$ cat src/hw/rtl/bhsl_pkg.sv
// Package for the bit handshake serial link: link phase codes, configuration
// register indexes and the structs passed between the link modules.
// No dependencies.
package bhsl_pkg;

    // Link phases, as reported on the link_state output.
    localparam logic [2:0] PH_IDLE  = 3'd0;
    localparam logic [2:0] PH_READ  = 3'd1;
    localparam logic [2:0] PH_WAIT  = 3'd2;
    localparam logic [2:0] PH_WEND  = 3'd3;
    localparam logic [2:0] PH_PULSE = 3'd4;

    // Configuration register indexes.
    localparam int unsigned CFG_IDX_W = 3;
    localparam int unsigned CFG_DATA_W = 16;
    localparam logic [CFG_IDX_W-1:0] CFG_MAY_INITIATE  = 3'd0;
    localparam logic [CFG_IDX_W-1:0] CFG_FRAME_TIMEOUT = 3'd1;
    localparam logic [CFG_IDX_W-1:0] CFG_READ_DELAY    = 3'd2;
    localparam logic [CFG_IDX_W-1:0] CFG_WRITE_DELAY   = 3'd3;
    localparam logic [CFG_IDX_W-1:0] CFG_PULSE_TICKS   = 3'd4;

    localparam int unsigned TICK_W = 16;
    localparam int unsigned PULSE_W = 8;
    localparam int unsigned COUNT_OUT_W = 5;

    typedef struct packed {
        logic               may_initiate;
        logic [TICK_W-1:0]  frame_timeout;
        logic [TICK_W-1:0]  read_delay;
        logic [TICK_W-1:0]  write_delay;
        logic [PULSE_W-1:0] pulse_ticks;
    } t_cfg;

    // Transmit queue status as seen after this tick's push.
    typedef struct packed {
        logic has_data;
        logic head_bit;
        logic dropped;
    } t_fifo_stat;

    // Per-tick results produced by the link controller.
    typedef struct packed {
        logic       line_out;
        logic       rx_valid;
        logic       rx_bit;
        logic [2:0] link_state;
        logic       frame_ended;
        logic       initiator;
    } t_link_res;

endpackage

$ cat src/hw/rtl/bit_handshake_serial_link.sv
// Top level of the bit handshake serial link: input register, configuration
// registers, result register. Depends on bhsl_pkg, bhsl_ctrl, bhsl_tx_fifo.
//
// Usage. Each transaction on the input channel (i_in_valid / o_in_stall) is
// one timing tick of the line: the sampled input pin and an optional bit to
// queue for sending. For every input transaction exactly one result
// transaction appears on the output channel (o_out_valid / i_out_stall),
// carrying the driven line level, any bit received this tick, the queue fill,
// a drop flag for a push into a full queue, the link phase, the frame end
// flag and whether this side started the frame.
// From input acceptance to the result being valid, the tick sits in the
// input register, and a single pass through the link controller and queue
// logic loads the result register once that register can take it.
// Throughput is one transaction per cycle without output stalls; the only
// loop is the controller state update, which completes in that single pass.
// When the receiver stalls, the held result stays put, one more transaction
// is absorbed by the input register, and only then is o_in_stall raised.
// A synchronous low i_rst_n empties the queue, returns the link to idle with
// the line driven low, and loads the configuration defaults (initiation
// allowed, frame timeout 1000, read and write delays 50, pulse length 10).
// Configuration is written through i_cfg_we / i_cfg_idx / i_cfg_wdata while
// no transactions are in flight; unknown indexes are ignored.
module bit_handshake_serial_link #(
    parameter int TX_DEPTH = 16
) (
    input  logic                              i_clk,
    input  logic                              i_rst_n,
    // Input channel.
    input  logic                              i_in_valid,
    output logic                              o_in_stall,
    input  logic                              i_pin_level,
    input  logic                              i_tx_valid,
    input  logic                              i_tx_bit,
    // Output channel.
    output logic                              o_out_valid,
    input  logic                              i_out_stall,
    output logic                              o_line_out,
    output logic                              o_rx_valid,
    output logic                              o_rx_bit,
    output logic [bhsl_pkg::COUNT_OUT_W-1:0]  o_tx_count,
    output logic                              o_tx_dropped,
    output logic [2:0]                        o_link_state,
    output logic                              o_frame_ended,
    output logic                              o_initiator,
    // Configuration write port.
    input  logic                              i_cfg_we,
    input  logic [bhsl_pkg::CFG_IDX_W-1:0]    i_cfg_idx,
    input  logic [bhsl_pkg::CFG_DATA_W-1:0]   i_cfg_wdata
);

    // Input register.
    logic r_in_valid;
    logic r_in_pin;
    logic r_in_push;
    logic r_in_bit;

    // Result register.
    logic                            r_out_valid;
    bhsl_pkg::t_link_res             r_out_res;
    logic [bhsl_pkg::COUNT_OUT_W-1:0] r_out_count;
    logic                            r_out_dropped;

    bhsl_pkg::t_cfg       r_cfg;
    bhsl_pkg::t_fifo_stat fifo_stat;
    bhsl_pkg::t_link_res  link_res;
    logic [bhsl_pkg::COUNT_OUT_W-1:0] fifo_count;
    logic                 fire;
    logic                 pull;
    logic                 in_take;

    // The held tick is processed whenever the result register can take it.
    assign fire       = r_in_valid & (~r_out_valid | ~i_out_stall);
    assign o_in_stall = r_in_valid & ~fire;
    assign in_take    = i_in_valid & ~o_in_stall;

    always_ff @(posedge i_clk) begin
        if (!i_rst_n) begin
            r_in_valid <= 1'b0;
        end else if (in_take) begin
            r_in_valid <= 1'b1;
        end else if (fire) begin
            r_in_valid <= 1'b0;
        end
    end

    always_ff @(posedge i_clk) begin
        if (in_take) begin
            r_in_pin  <= i_pin_level;
            r_in_push <= i_tx_valid;
            r_in_bit  <= i_tx_bit;
        end
    end

    // Configuration registers.
    always_ff @(posedge i_clk) begin
        if (!i_rst_n) begin
            r_cfg.may_initiate  <= 1'b1;
            r_cfg.frame_timeout <= 16'd1000;
            r_cfg.read_delay    <= 16'd50;
            r_cfg.write_delay   <= 16'd50;
            r_cfg.pulse_ticks   <= 8'd10;
        end else if (i_cfg_we) begin
            case (i_cfg_idx)
                bhsl_pkg::CFG_MAY_INITIATE:  r_cfg.may_initiate  <= i_cfg_wdata[0];
                bhsl_pkg::CFG_FRAME_TIMEOUT: r_cfg.frame_timeout <= i_cfg_wdata;
                bhsl_pkg::CFG_READ_DELAY:    r_cfg.read_delay    <= i_cfg_wdata;
                bhsl_pkg::CFG_WRITE_DELAY:   r_cfg.write_delay   <= i_cfg_wdata;
                bhsl_pkg::CFG_PULSE_TICKS: begin
                    r_cfg.pulse_ticks <= i_cfg_wdata[bhsl_pkg::PULSE_W-1:0];
                end
                default: begin
                end
            endcase
        end
    end

    bhsl_tx_fifo #(
        .DEPTH (TX_DEPTH)
    ) u_tx_fifo (
        .i_clk   (i_clk),
        .i_rst_n (i_rst_n),
        .i_fire  (fire),
        .i_push  (r_in_push),
        .i_bit   (r_in_bit),
        .i_pull  (pull),
        .o_stat  (fifo_stat),
        .o_count (fifo_count)
    );

    bhsl_ctrl u_ctrl (
        .i_clk   (i_clk),
        .i_rst_n (i_rst_n),
        .i_fire  (fire),
        .i_cfg   (r_cfg),
        .i_pin   (r_in_pin),
        .i_fifo  (fifo_stat),
        .o_pull  (pull),
        .o_res   (link_res)
    );

    always_ff @(posedge i_clk) begin
        if (!i_rst_n) begin
            r_out_valid <= 1'b0;
        end else if (fire) begin
            r_out_valid <= 1'b1;
        end else if (!i_out_stall) begin
            r_out_valid <= 1'b0;
        end
    end

    always_ff @(posedge i_clk) begin
        if (fire) begin
            r_out_res     <= link_res;
            r_out_count   <= fifo_count;
            r_out_dropped <= fifo_stat.dropped;
        end
    end

    assign o_out_valid   = r_out_valid;
    assign o_line_out    = r_out_res.line_out;
    assign o_rx_valid    = r_out_res.rx_valid;
    assign o_rx_bit      = r_out_res.rx_bit;
    assign o_tx_count    = r_out_count;
    assign o_tx_dropped  = r_out_dropped;
    assign o_link_state  = r_out_res.link_state;
    assign o_frame_ended = r_out_res.frame_ended;
    assign o_initiator   = r_out_res.initiator;

endmodule

$ cat src/hw/rtl/bhsl_tx_fifo.sv
// Transmit bit queue of the serial link: a shift-register FIFO whose head
// is always entry zero. Depends on bhsl_pkg.
module bhsl_tx_fifo #(
    parameter int DEPTH = 16
) (
    input  logic                             i_clk,
    input  logic                             i_rst_n,
    input  logic                             i_fire,
    input  logic                             i_push,
    input  logic                             i_bit,
    input  logic                             i_pull,
    output bhsl_pkg::t_fifo_stat             o_stat,
    output logic [bhsl_pkg::COUNT_OUT_W-1:0] o_count
);

    localparam int IW = $clog2(DEPTH);
    localparam int CW = $clog2(DEPTH + 1);
    localparam int unsigned COUNT_OUT_W = bhsl_pkg::COUNT_OUT_W;

    logic [DEPTH-1:0] r_q;
    logic [DEPTH-1:0] n_q;
    logic [CW-1:0]    r_cnt;
    logic [CW-1:0]    n_cnt;
    logic [CW-1:0]    cnt_push;
    logic [CW-1:0]    widx;
    logic             full;
    logic             push_ok;
    logic             wr_en;

    assign full     = (r_cnt == CW'(DEPTH));
    assign push_ok  = i_push & ~full;
    assign cnt_push = r_cnt + CW'(push_ok);
    assign n_cnt    = cnt_push - CW'(i_pull);

    assign o_stat.has_data = push_ok | (r_cnt != '0);
    // An empty queue hands this tick's pushed bit straight to the head.
    assign o_stat.head_bit = (r_cnt == '0) ? i_bit : r_q[0];
    assign o_stat.dropped  = i_push & full;
    assign o_count         = COUNT_OUT_W'(32'(n_cnt));

    // The push lands after the shift, so it goes one place lower on a pull.
    assign widx  = i_pull ? (r_cnt - CW'(1)) : r_cnt;
    assign wr_en = push_ok & ~(i_pull & (r_cnt == '0));

    always_comb begin
        n_q = i_pull ? (r_q >> 1) : r_q;
        if (wr_en) begin
            n_q[widx[IW-1:0]] = i_bit;
        end
    end

    always_ff @(posedge i_clk) begin
        if (i_fire) begin
            r_q <= n_q;
        end
    end

    always_ff @(posedge i_clk) begin
        if (!i_rst_n) begin
            r_cnt <= '0;
        end else if (i_fire) begin
            r_cnt <= n_cnt;
        end
    end

endmodule

$ cat src/hw/rtl/bhsl_ctrl.sv
// Link controller of the serial link: edge detection, elapsed tick counter
// and the phase machine with its strobe pulse. Depends on bhsl_pkg.
module bhsl_ctrl (
    input  logic                 i_clk,
    input  logic                 i_rst_n,
    input  logic                 i_fire,
    input  bhsl_pkg::t_cfg       i_cfg,
    input  logic                 i_pin,
    input  bhsl_pkg::t_fifo_stat i_fifo,
    output logic                 o_pull,
    output bhsl_pkg::t_link_res  o_res
);

    localparam int unsigned TW = bhsl_pkg::TICK_W;
    localparam int unsigned PW = bhsl_pkg::PULSE_W;

    logic [2:0]    r_phase,      n_phase;
    logic [2:0]    r_after,      n_after;
    logic          r_pulse_bit,  n_pulse_bit;
    logic [PW-1:0] r_pulse_left, n_pulse_left;
    logic [TW-1:0] r_elapsed,    n_elapsed;
    logic          r_edge,       n_edge;
    logic          r_prev_pin;
    logic          r_frame_end,  n_frame_end;
    logic          r_started,    n_started;
    logic          r_drive,      n_drive;
    logic          rx_valid;
    logic          rx_bit;
    logic          pull;
    logic          pulse_go;
    logic          pulse_val;
    logic [2:0]    pulse_next;

    always_comb begin
        n_phase      = r_phase;
        n_after      = r_after;
        n_pulse_bit  = r_pulse_bit;
        n_pulse_left = r_pulse_left;
        n_elapsed    = (r_elapsed != '1) ? (r_elapsed + TW'(1)) : r_elapsed;
        n_edge       = r_edge | (i_pin & ~r_prev_pin);
        n_frame_end  = r_frame_end;
        n_started    = r_started;
        n_drive      = r_drive;
        rx_valid     = 1'b0;
        rx_bit       = 1'b0;
        pull         = 1'b0;
        pulse_go     = 1'b0;
        pulse_val    = 1'b0;
        pulse_next   = bhsl_pkg::PH_IDLE;

        case (r_phase)
            bhsl_pkg::PH_IDLE: begin
                if (n_edge) begin
                    n_started   = 1'b0;
                    n_frame_end = 1'b0;
                    n_phase     = bhsl_pkg::PH_READ;
                    n_elapsed   = '0;
                    n_edge      = 1'b0;
                end else if (r_frame_end) begin
                    if (i_cfg.may_initiate && i_fifo.has_data) begin
                        n_started   = 1'b1;
                        pull        = 1'b1;
                        pulse_go    = 1'b1;
                        pulse_val   = i_fifo.head_bit;
                        pulse_next  = bhsl_pkg::PH_WAIT;
                        n_frame_end = 1'b0;
                        n_elapsed   = '0;
                    end
                end else if (n_elapsed >= i_cfg.frame_timeout) begin
                    n_frame_end = 1'b1;
                end
            end
            bhsl_pkg::PH_READ: begin
                if (n_elapsed >= i_cfg.read_delay) begin
                    rx_valid = 1'b1;
                    rx_bit   = i_pin;
                    if (!i_fifo.has_data) begin
                        if (r_started) begin
                            n_drive   = 1'b0;
                            n_edge    = 1'b0;
                            n_started = 1'b0;
                            n_phase   = bhsl_pkg::PH_IDLE;
                        end else begin
                            // Nothing to send: strobe, then a low acknowledge.
                            pulse_go   = 1'b1;
                            pulse_val  = 1'b0;
                            pulse_next = bhsl_pkg::PH_IDLE;
                        end
                    end else begin
                        pull       = 1'b1;
                        pulse_go   = 1'b1;
                        pulse_val  = i_fifo.head_bit;
                        pulse_next = bhsl_pkg::PH_WAIT;
                    end
                    n_elapsed = '0;
                end
            end
            bhsl_pkg::PH_WAIT: begin
                if (n_edge) begin
                    n_phase   = bhsl_pkg::PH_WEND;
                    n_elapsed = '0;
                    n_edge    = 1'b0;
                end
            end
            bhsl_pkg::PH_WEND: begin
                if (n_elapsed >= i_cfg.write_delay) begin
                    n_drive   = 1'b0;
                    n_phase   = bhsl_pkg::PH_READ;
                    n_elapsed = '0;
                end
            end
            bhsl_pkg::PH_PULSE: begin
                if (r_pulse_left > PW'(1)) begin
                    n_pulse_left = r_pulse_left - PW'(1);
                end else begin
                    // A zero pulse length ends here as well, like a length of one.
                    n_pulse_left = '0;
                    n_drive      = r_pulse_bit;
                    n_phase      = r_after;
                end
            end
            default: begin
            end
        endcase

        if (pulse_go) begin
            n_drive      = 1'b1;
            n_pulse_bit  = pulse_val;
            n_after      = pulse_next;
            n_pulse_left = i_cfg.pulse_ticks;
            n_phase      = bhsl_pkg::PH_PULSE;
        end
    end

    assign o_pull = pull;

    assign o_res.line_out    = n_drive;
    assign o_res.rx_valid    = rx_valid;
    assign o_res.rx_bit      = rx_bit;
    assign o_res.link_state  = n_phase;
    assign o_res.frame_ended = n_frame_end;
    assign o_res.initiator   = n_started;

    always_ff @(posedge i_clk) begin
        if (!i_rst_n) begin
            r_phase      <= bhsl_pkg::PH_IDLE;
            r_after      <= bhsl_pkg::PH_IDLE;
            r_pulse_bit  <= 1'b0;
            r_pulse_left <= '0;
            r_elapsed    <= '0;
            r_edge       <= 1'b0;
            r_prev_pin   <= 1'b0;
            r_frame_end  <= 1'b0;
            r_started    <= 1'b0;
            r_drive      <= 1'b0;
        end else if (i_fire) begin
            r_phase      <= n_phase;
            r_after      <= n_after;
            r_pulse_bit  <= n_pulse_bit;
            r_pulse_left <= n_pulse_left;
            r_elapsed    <= n_elapsed;
            r_edge       <= n_edge;
            r_prev_pin   <= i_pin;
            r_frame_end  <= n_frame_end;
            r_started    <= n_started;
            r_drive      <= n_drive;
        end
    end

endmodule
$ cat config.mk
export PLATFORM = sky130hd
export DESIGN_NAME = bit_handshake_serial_link
export DESIGN_NICKNAME = d
export VERILOG_FILES = /design/src/hw/rtl/bhsl_pkg.sv /design/src/hw/rtl/bit_handshake_serial_link.sv /design/src/hw/rtl/bhsl_tx_fifo.sv /design/src/hw/rtl/bhsl_ctrl.sv
export SDC_FILE = /design/constraint.sdc
export NUM_CORES = 1
export LEC_CHECK = 0
export ABC_CLOCK_PERIOD_IN_PS = 10300
export BUFFER_PORTS_ARGS = -buffer_cell sky130_fd_sc_hd__buf_2
export CAP_MARGIN = 20
export CORE_ASPECT_RATIO = 1.1
export CORE_MARGIN = 4
export CORE_UTILIZATION = 50
export CTS_CLUSTER_SIZE = 24
export DETAILED_ROUTE_END_ITERATION = 8
export GPL_TIMING_DRIVEN = 0
export PLACE_DENSITY = 0.63
export SETUP_SLACK_MARGIN = 0.3
export SYNTH_ARGS = -nofsm -noshare
export SYNTH_HDL_FRONTEND = slang
export SYNTH_HIERARCHICAL = 1
export SYNTH_SLANG_ARGS = --single-unit
$ cat constraint.sdc
create_clock -name i_clk -period 10.3 [get_ports i_clk]
set_clock_uncertainty 0.2 [all_clocks]
set_input_delay 1.545 -clock i_clk [delete_from_list [all_inputs] [get_ports i_clk]]
set_output_delay 1.545 -clock i_clk [all_outputs]
set_load 0.01 [all_outputs]
==> summary.md, run 1 <==
| Metric | Value |
|---|---|
| Post-synth top area share | 25.0% |
| CP peak stage delay | about 0.6 ns |
| Critical path's most frequent cell | ha_1 |
| Slew of the pin with the lowest slew margin | between 0.7 and 0.8 ns |
| Post-Synth Simple-Gate Area | between 10% and 20% |
| Asr flop ratio synth | 0% |
| Pwr dens | 148 nW/um^2 |
| Synth warn | 6 |
| Initial antenna violation count | 0 |
| Max-slew violation count | 0 |
| Main combinational cell family by area after synthesis | simple AND/OR/NAND/NOR gates |
| Core Util, Final | slightly below 60% |
| LEAKAGE | 3.75 nW |
| Post-cts resize count | 0 |
| Setup bufs post-CTS | 0 |
| RSZ-0062 raised after global routing | false |
| Mapped Nets | around 950 |
| Netlist Area Pre-Place | 7860 um^2 |
| Post-Synthesis Cells | between 800 and 900 |
| Die area | 17800 um^2 |
| Effective utilization at floorplan | 51.6% |
| DR pass1 iterations | 8 |
| All-Layer GR Usage | between 20% and 30% |
| WP buf/inv | 2 |
| Clk Latency, worst-skew pair | around 0.41 ns |
| Final hold vios | 0 |
| Gp weighted congestion | just under 0.9 |
| FMAX | about 160 MHz |
| Max_cap viols | 0 |
| Antenna-violating nets left | 0 |
| Detailed Route Iter0 Violations | around 370 |
| Cts hold-fix bufs | 0 |
| CP Capture Type | flip-flop |
| Final net count | between 1000 and 1500 |
| Area grow syn2layout | 14.6% |
| Via Count | approximately 6500 |
| Number of global-route vias before repair | 6552 |
| Min setup slack post-route | approximately 4.2 ns |
| CP max FO | 10 |
| FP Rows | 47 |
| Mux cell area share after synthesis | between 10% and 20% |
| Synth area leader | dfxtp_1 |
| Post-Synth Adder-Cell Area | around 10% |
| DP Wirelength | about 15000 um |
| Root Buffer | clkbuf_16 |
| Post-Layout Inst Area | roughly 9000 um^2 |
| Die height | approximately 140 um |
| Via-per-instance ratio | between 5 and 6 |
| Layout Cells excl Fill | around 1100 |
| CP startpoint kind | flip-flop |
| First-pass GRT wire length | about 33000 um |
| Post-synthesis sequential area ratio | 37.6% |
| Critical Path RT | about 10 ns |
| Finish-stage setup viols | 0 |
| Remaining DRCs | 0 |
| DP Cell Count | 1102 |
| Outcome | complete, no violations |
| Worst path cell trace | ha_1, and3_1, nand3_1, clkbuf_1, nand4_1, xnor2_1, ha_1, nand2_1, nor3_1, nor4b_1, o31ai_4, o21ai_0, ha_1, inv_1, ha_1, fa_1, nand2b_1, a21oi_1, nor2_1, mux2i_1, mux2i_1 |
| Final WL | just under 20000 um |
| Core footprint | around 15000 um^2 |
| Clk sinks | around 130 |
| Top post-synthesis cells by area | dfxtp_1, edfxtp_1, ha_1, mux2i_1, nand2_1 |
| Clock-pin transition on the worst setup and hold timing paths | 0.06 ns |
| Routed wire per std cell | 17.5 um |
| Average cell area after synthesis | roughly 9.1 um^2 |
| Fin crit share | approximately three fifths |
| Share of post-route cells with drive strength above 1 | about 16% |
| Post-synth top cells | nand2_1, dfxtp_1, mux2i_1 |
| Cell variety after synth | 64 |
| Chip width | around 130 um |
| Peak supply drop | 0.116 mV |
| Synth Area in XOR/XNOR | 2.31% |
| EDFF count, synth | 33 |
| Tightest Hold Check Type | reg2reg |
| Total gr overflow | 0 |
| CTS tree | yes |
| DP Worst Slack | 4.33 ns |
| Setup TNS | 0 ns |
| WP data arrival | 6.21 ns |
| CTS Buf Count | 17 |
| Setup CP Type | reg2reg |
| H-tree depth | 4 |
| Crit-path slowest cell | nor4b_1 |
| Port buffer count | between 40 and 50 |
| Largest net degree at the start of global routing | 21 |
| Flops & latches, synth | between 100 and 150 |
| Area after DPL | 8360 um^2 |
| Rel. slew slack | ~51% |
| Compound-Gate Fraction of Synth Area | between 10% and 20% |
| CP delay by family, top | simple AND/OR/NAND/NOR gates |
| Top-count cell post-synth | nand2_1 |
| FF-to-FF setup slack | 4.24 ns |
| Final Critical Period | just over 6 ns |
| Ys flop type | dfxtp_1 |
| I/O Pins | between 40 and 50 |
| Worst-case clock buffer depth | 2 |
[registers in the layout (all words and copies together), names as in the netlist, 3 cells and up]
name / cells
r_cfg: 57
u_ctrl/r_elapsed: 16
u_tx_fifo/r_q: 16
u_ctrl/r_pulse_left: 8
o_tx_count: 5
u_tx_fifo/r_cnt: 5
o_link_state: 3
u_ctrl/r_phase: 3
[final timing paths]
check,from,to,depth (start not counted)
setup / recovery,u_ctrl/r_elapsed[0],u_tx_fifo/r_cnt[4],21
hold / removal,r_cfg[39],r_cfg[39],2
setup reg to reg,u_ctrl/r_elapsed[0],u_tx_fifo/r_cnt[4],21
hold reg to reg,r_cfg[39],r_cfg[39],2
[routing by layer]
layer	GRT usage (%)	share of wire, %	vias to the layer above	routed length (um)
met5	0	0	-	0
met4	8.87	2.5	0	487
met1	27.9	43	3073	8580
met2	39.6	50	181	9890
li1	-	-	3187	-
met3	3.30	4.4	30	865
[power breakdown]
group          switching [mW]  total [mW]  internal [mW]  leakage [nW]
logic                  0.0705       0.114         0.0436          2.33
clock network           0.230       0.664          0.435         0.311
registers             0.00932       0.552          0.543          1.11
total                   0.310        1.33           1.02          3.75
[placed cells by master (no fill, tap or decap), types with 4 or more instances in the layout]
cell type    n
inv_2        4
o21ai_1      8
nand3_1     30
a221o_1      4
inv_1       64
ha_1        61
mux2i_1     71
a21oi_1     43
o21a_1       6
nand2_1    116
edfxtp_1    33
a21o_1       7
a31oi_1     13
or3_1        8
clkbuf_16   17
nand4_1     14
a311oi_1     4
o21ai_0     19
dfxtp_1     98
bufinv_16    5
xnor2_1     15
mux2_2      24
nor2_1      36
a211oi_1     5
buf_6        4
buf_2       61
nor2b_1     36
clkbuf_1    14
and3_1      10
nor3_1      16
nor4_1      15
buf_4        6
nand2b_1     4
[through the flow]
step                hold slack [ns]  power [mW]
floorplan                     0.234       0.636
global placement              0.245       0.671
detailed placement            0.248       0.676
CTS                           0.260        1.34
global route                  0.285        1.38
finish                        0.257        1.33
[tightest hold or removal path: stages, from the launching register on]
cell,delay [ns]
dfxtp_1,0.31
nand2_1,0.05
mux2i_1,0.05
[logic make-up (layout without fill, tap and decap cells)]
family / count (synthesis) / in the layout
other: 0 / 1
and+or+nand+nor: 305 / 305
muxes: 97 / 97
AOI/OAI and AO/OA: 135 / 135
adders and majority gates: 62 / 62
xor gates and xnor gates: 19 / 19
buffers and inverters: 114 / 189
DFF: 131 / 131
[area by class of cell]
class / count / area, um^2
multi-input combinational: 618 / 4400
timing repair buffer: 43 / 238
antenna: 1 / 2.50
clock buffer: 18 / 439
inverter: 68 / 255
buffer: 46 / 265
fill: 1355 / 6220
sequential: 131 / 2950
clock inverter: 14 / 209
tap: 196 / 245
No activity file was read; power rests on OpenSTA's default activity.
==> run 2: changes to the inputs <==
--- a/config.mk
+++ b/config.mk
@@ -5,7 +5,7 @@
 export SDC_FILE = /design/constraint.sdc
 export NUM_CORES = 1
 export LEC_CHECK = 0
-export ABC_CLOCK_PERIOD_IN_PS = 10300
+export ABC_CLOCK_PERIOD_IN_PS = 5500
 export BUFFER_PORTS_ARGS = -buffer_cell sky130_fd_sc_hd__buf_2
 export CAP_MARGIN = 20
 export CORE_ASPECT_RATIO = 1.1
@@ -14,7 +14,7 @@
 export CTS_CLUSTER_SIZE = 24
 export DETAILED_ROUTE_END_ITERATION = 8
 export GPL_TIMING_DRIVEN = 0
-export PLACE_DENSITY = 0.63
+export PLACE_DENSITY = 0.66
 export SETUP_SLACK_MARGIN = 0.3
 export SYNTH_ARGS = -nofsm -noshare
 export SYNTH_HDL_FRONTEND = slang
==> constraint.sdc (replaced) <==
create_clock -name i_clk -period 5.5 [get_ports i_clk]
set_clock_uncertainty 0.2 [all_clocks]
set_input_delay 0.825 -clock i_clk [delete_from_list [all_inputs] [get_ports i_clk]]
set_output_delay 0.825 -clock i_clk [all_outputs]
set_load 0.01 [all_outputs]
==> run 2 against run 1 <==
  * Clock power rose by 63%
  * Setup slack got worse by 3.7 ns
  * Clock-buffer cell count rose by 2
  * Final cell count rose by 0.44%
  * Sequential share of layout area fell by 0.15 points
  * Wire length fell by 7.2%
  * Fmax rose by 22%
==> summary.md, run 2 (synthesis gave the netlist of run 1 again) <==
| Metric | Value |
|---|---|
| Remaining DRCs | 0 |
| CTS Buf Count | 17 |
| FP Rows | 47 |
| CP startpoint kind | flip-flop |
| Peak supply drop | approximately 0.18 mV |
| Final hold vios | 0 |
| H-tree depth | 4 |
| Fin crit share | approximately nine tenths |
| Root Buffer | clkbuf_16 |
| Max-slew violation count | 0 |
| Share of post-route cells with drive strength above 1 | a little under a fifth |
| Clock-pin transition on the worst setup and hold timing paths | ~0.06 ns |
| Area grow syn2layout | 15.4% |
| Hold path start | r_cfg[18] |
| Rel. slew slack | approximately 52% |
| Number of global-route vias before repair | just under 6000 |
| Clk sinks | approximately 130 |
| Via-per-instance ratio | 5.53 |
| DP Wirelength | between 10000 and 15000 um |
| Die height | 140 um |
| CP peak stage delay | around 0.52 ns |
| RR Startpoint | u_ctrl/r_elapsed[2] |
| Die area | around 18000 um^2 |
| Core footprint | roughly 15000 um^2 |
| Crit-path slowest cell | or4_4 |
| Antenna-violating nets left | 0 |
| Via Count | 6305 |
| LEAKAGE | between 3 and 4 nW |
| FMAX | approximately 200 MHz |
| Detailed Route Iter0 Violations | approximately 430 |
| Top flop regs | r_cfg: 57 flops, u_ctrl/r_elapsed: 16 flops, u_tx_fifo/r_q: 16 flops |
| Initial antenna violation count | 0 |
| I/O Pins | 43 |
| Storage element area | roughly 3000 um^2 |
| Max_cap viols | 0 |
| Max FFs per register | 57 |
| FF-to-FF setup slack | 0.52 ns |
| Setup TNS | 0 ns |
| WP buf/inv | 1 |
| Outcome | complete, no violations |
| Effective utilization at floorplan | 51.6% |
| Slew of the pin with the lowest slew margin | 0.710 ns |
| Hold Path End | r_cfg[18] |
| RSZ-0062 raised after global routing | false |
| Routed wire per std cell | roughly 16 um |
| Critical path's most frequent cell | ha_1 |
| Commonest non-fill, non-tap cells in the layout | nand2_1, dfxtp_1, mux2i_1 |
| Worst-case clock buffer depth | 2 |
| Pwr dens | ~260 nW/um^2 |
| R2R depth | 20 |
| CP Capture Type | flip-flop |
| Area after DPL | 8350 um^2 |
| Largest Register | r_cfg |
| CP delay by family, top | simple AND/OR/NAND/NOR gates |
| Finish-stage setup viols | 0 |
| Reg2reg end | o_tx_count[4] |
| Total gr overflow | 0 |
| Chip width | about 130 um |
| Antenna cells | 0 |
| DP Cell Count | around 1100 |
| Largest net degree at the start of global routing | 30 |
| All-Layer GR Usage | approximately a fifth |
| Final WL | 18400 um |
| CTS tree | yes |
| Final net count | around 1000 |
| Clk Latency, worst-skew pair | around 0.42 ns |
| Core Util, Final | between 50% and 60% |
| Fillers | 1346 |
| Setup CP Type | reg2reg |
| Hold_ws | around 0.26 ns |
| Tightest Hold Check Type | reg2reg |
| Layout Cells excl Fill | 1140 |
| Gp weighted congestion | slightly above 0.9 |
| Port buffer count | between 40 and 50 |
| DR pass1 iterations | 5 |
| Worst Hold Depth | 2 |
| Commonest non-fill, non-tap cell in the layout | nand2_1 |
| Critical Path RT | around 5.5 ns |
| Final Critical Period | roughly 5 ns |
| Multi-input gate area | ~4500 um^2 |
| Worst path cell trace | and3_1, and3_1, nand3_1, nor2_1, mux2_2, ha_1, nand4_1, nor3_1, or4_4, o31ai_4, o21ai_4, ha_1, inv_1, ha_1, fa_2, nand2b_1, a21oi_1, nor2_2, xnor2_1, xnor2_1 |
| First-pass GRT wire length | about 30000 um |
| CP max FO | 5 |
| WP data arrival | just under 5 ns |
| Post-Layout Inst Area | between 9000 and 10000 um^2 |
run 2: changes by cell type in the layout (fill, tap and decap cells not counted), sizes merged:
cell      delta
buf          +6
clkinvlp     -1
clkinv       +2
bufinv       -3
diode        -1
clkbuf       +2
run 2: repair_timing:
item	in CTS	in global routing
setup endpoints to repair	25	18
buffers inserted	3	3
gates resized for setup	13	18
pin swaps	3	6
hold buffers	0	0
run 2: power by group:
group	switching, mW	internal [mW]	total [mW]
Sequential	0.0163	1.02	1.03
Clock	0.409	0.670	1.08
Combinational	0.128	0.0838	0.212
run 2: how the worst max path moves through the flow:
stage                     slack, ns                start  cells after the start                     end
final                          0.52  u_ctrl/r_elapsed[2]                     20           o_tx_count[4]
after global routing           0.29  u_ctrl/r_elapsed[0]                     21      u_tx_fifo/r_cnt[4]
after global placement        -1.15          i_out_stall                      8  u_ctrl/r_pulse_left[3]
after CTS                      0.33  u_ctrl/r_elapsed[0]                     21      u_tx_fifo/r_cnt[4]
after detailed placement      -0.55  u_ctrl/r_elapsed[7]                     20           o_tx_count[4]
after floorplan                0.34          i_out_stall                      7  u_ctrl/r_pulse_left[5]
run 2: final cells by class:
class	instances	area share, %
flip-flops and latches	131	32.6
plain buffers	46	3.05
clock buffers	20	4.92
inverters	68	2.81
repair buffers	49	3.03
multi-input cells	618	49.6
well taps	196	2.70
clock inverters	12	1.24
run 2: worst min-delay path, stage by stage, from the launching register on:
cell,delay (ns)
dfxtp_1,0.31
nand2_1,0.05
mux2i_1,0.05
run 2: through the flow:
| stage | total power, mW | worst slack (ns) |
|---|---|---|
| floorplan | 1.19 | 0.338 |
| global placement | 1.26 | -1.15 |
| CTS | 2.34 | 0.334 |
| global route | 2.43 | 0.294 |
| finish | 2.33 | 0.518 |
| detailed placement | 1.26 | -0.550 |
run 2: layer usage:
layer  track usage, %  wire length (um)
met3             4.06               988
met5                0                 0
met2             33.5              8510
met1             29.4              8630
met4             6.72               276
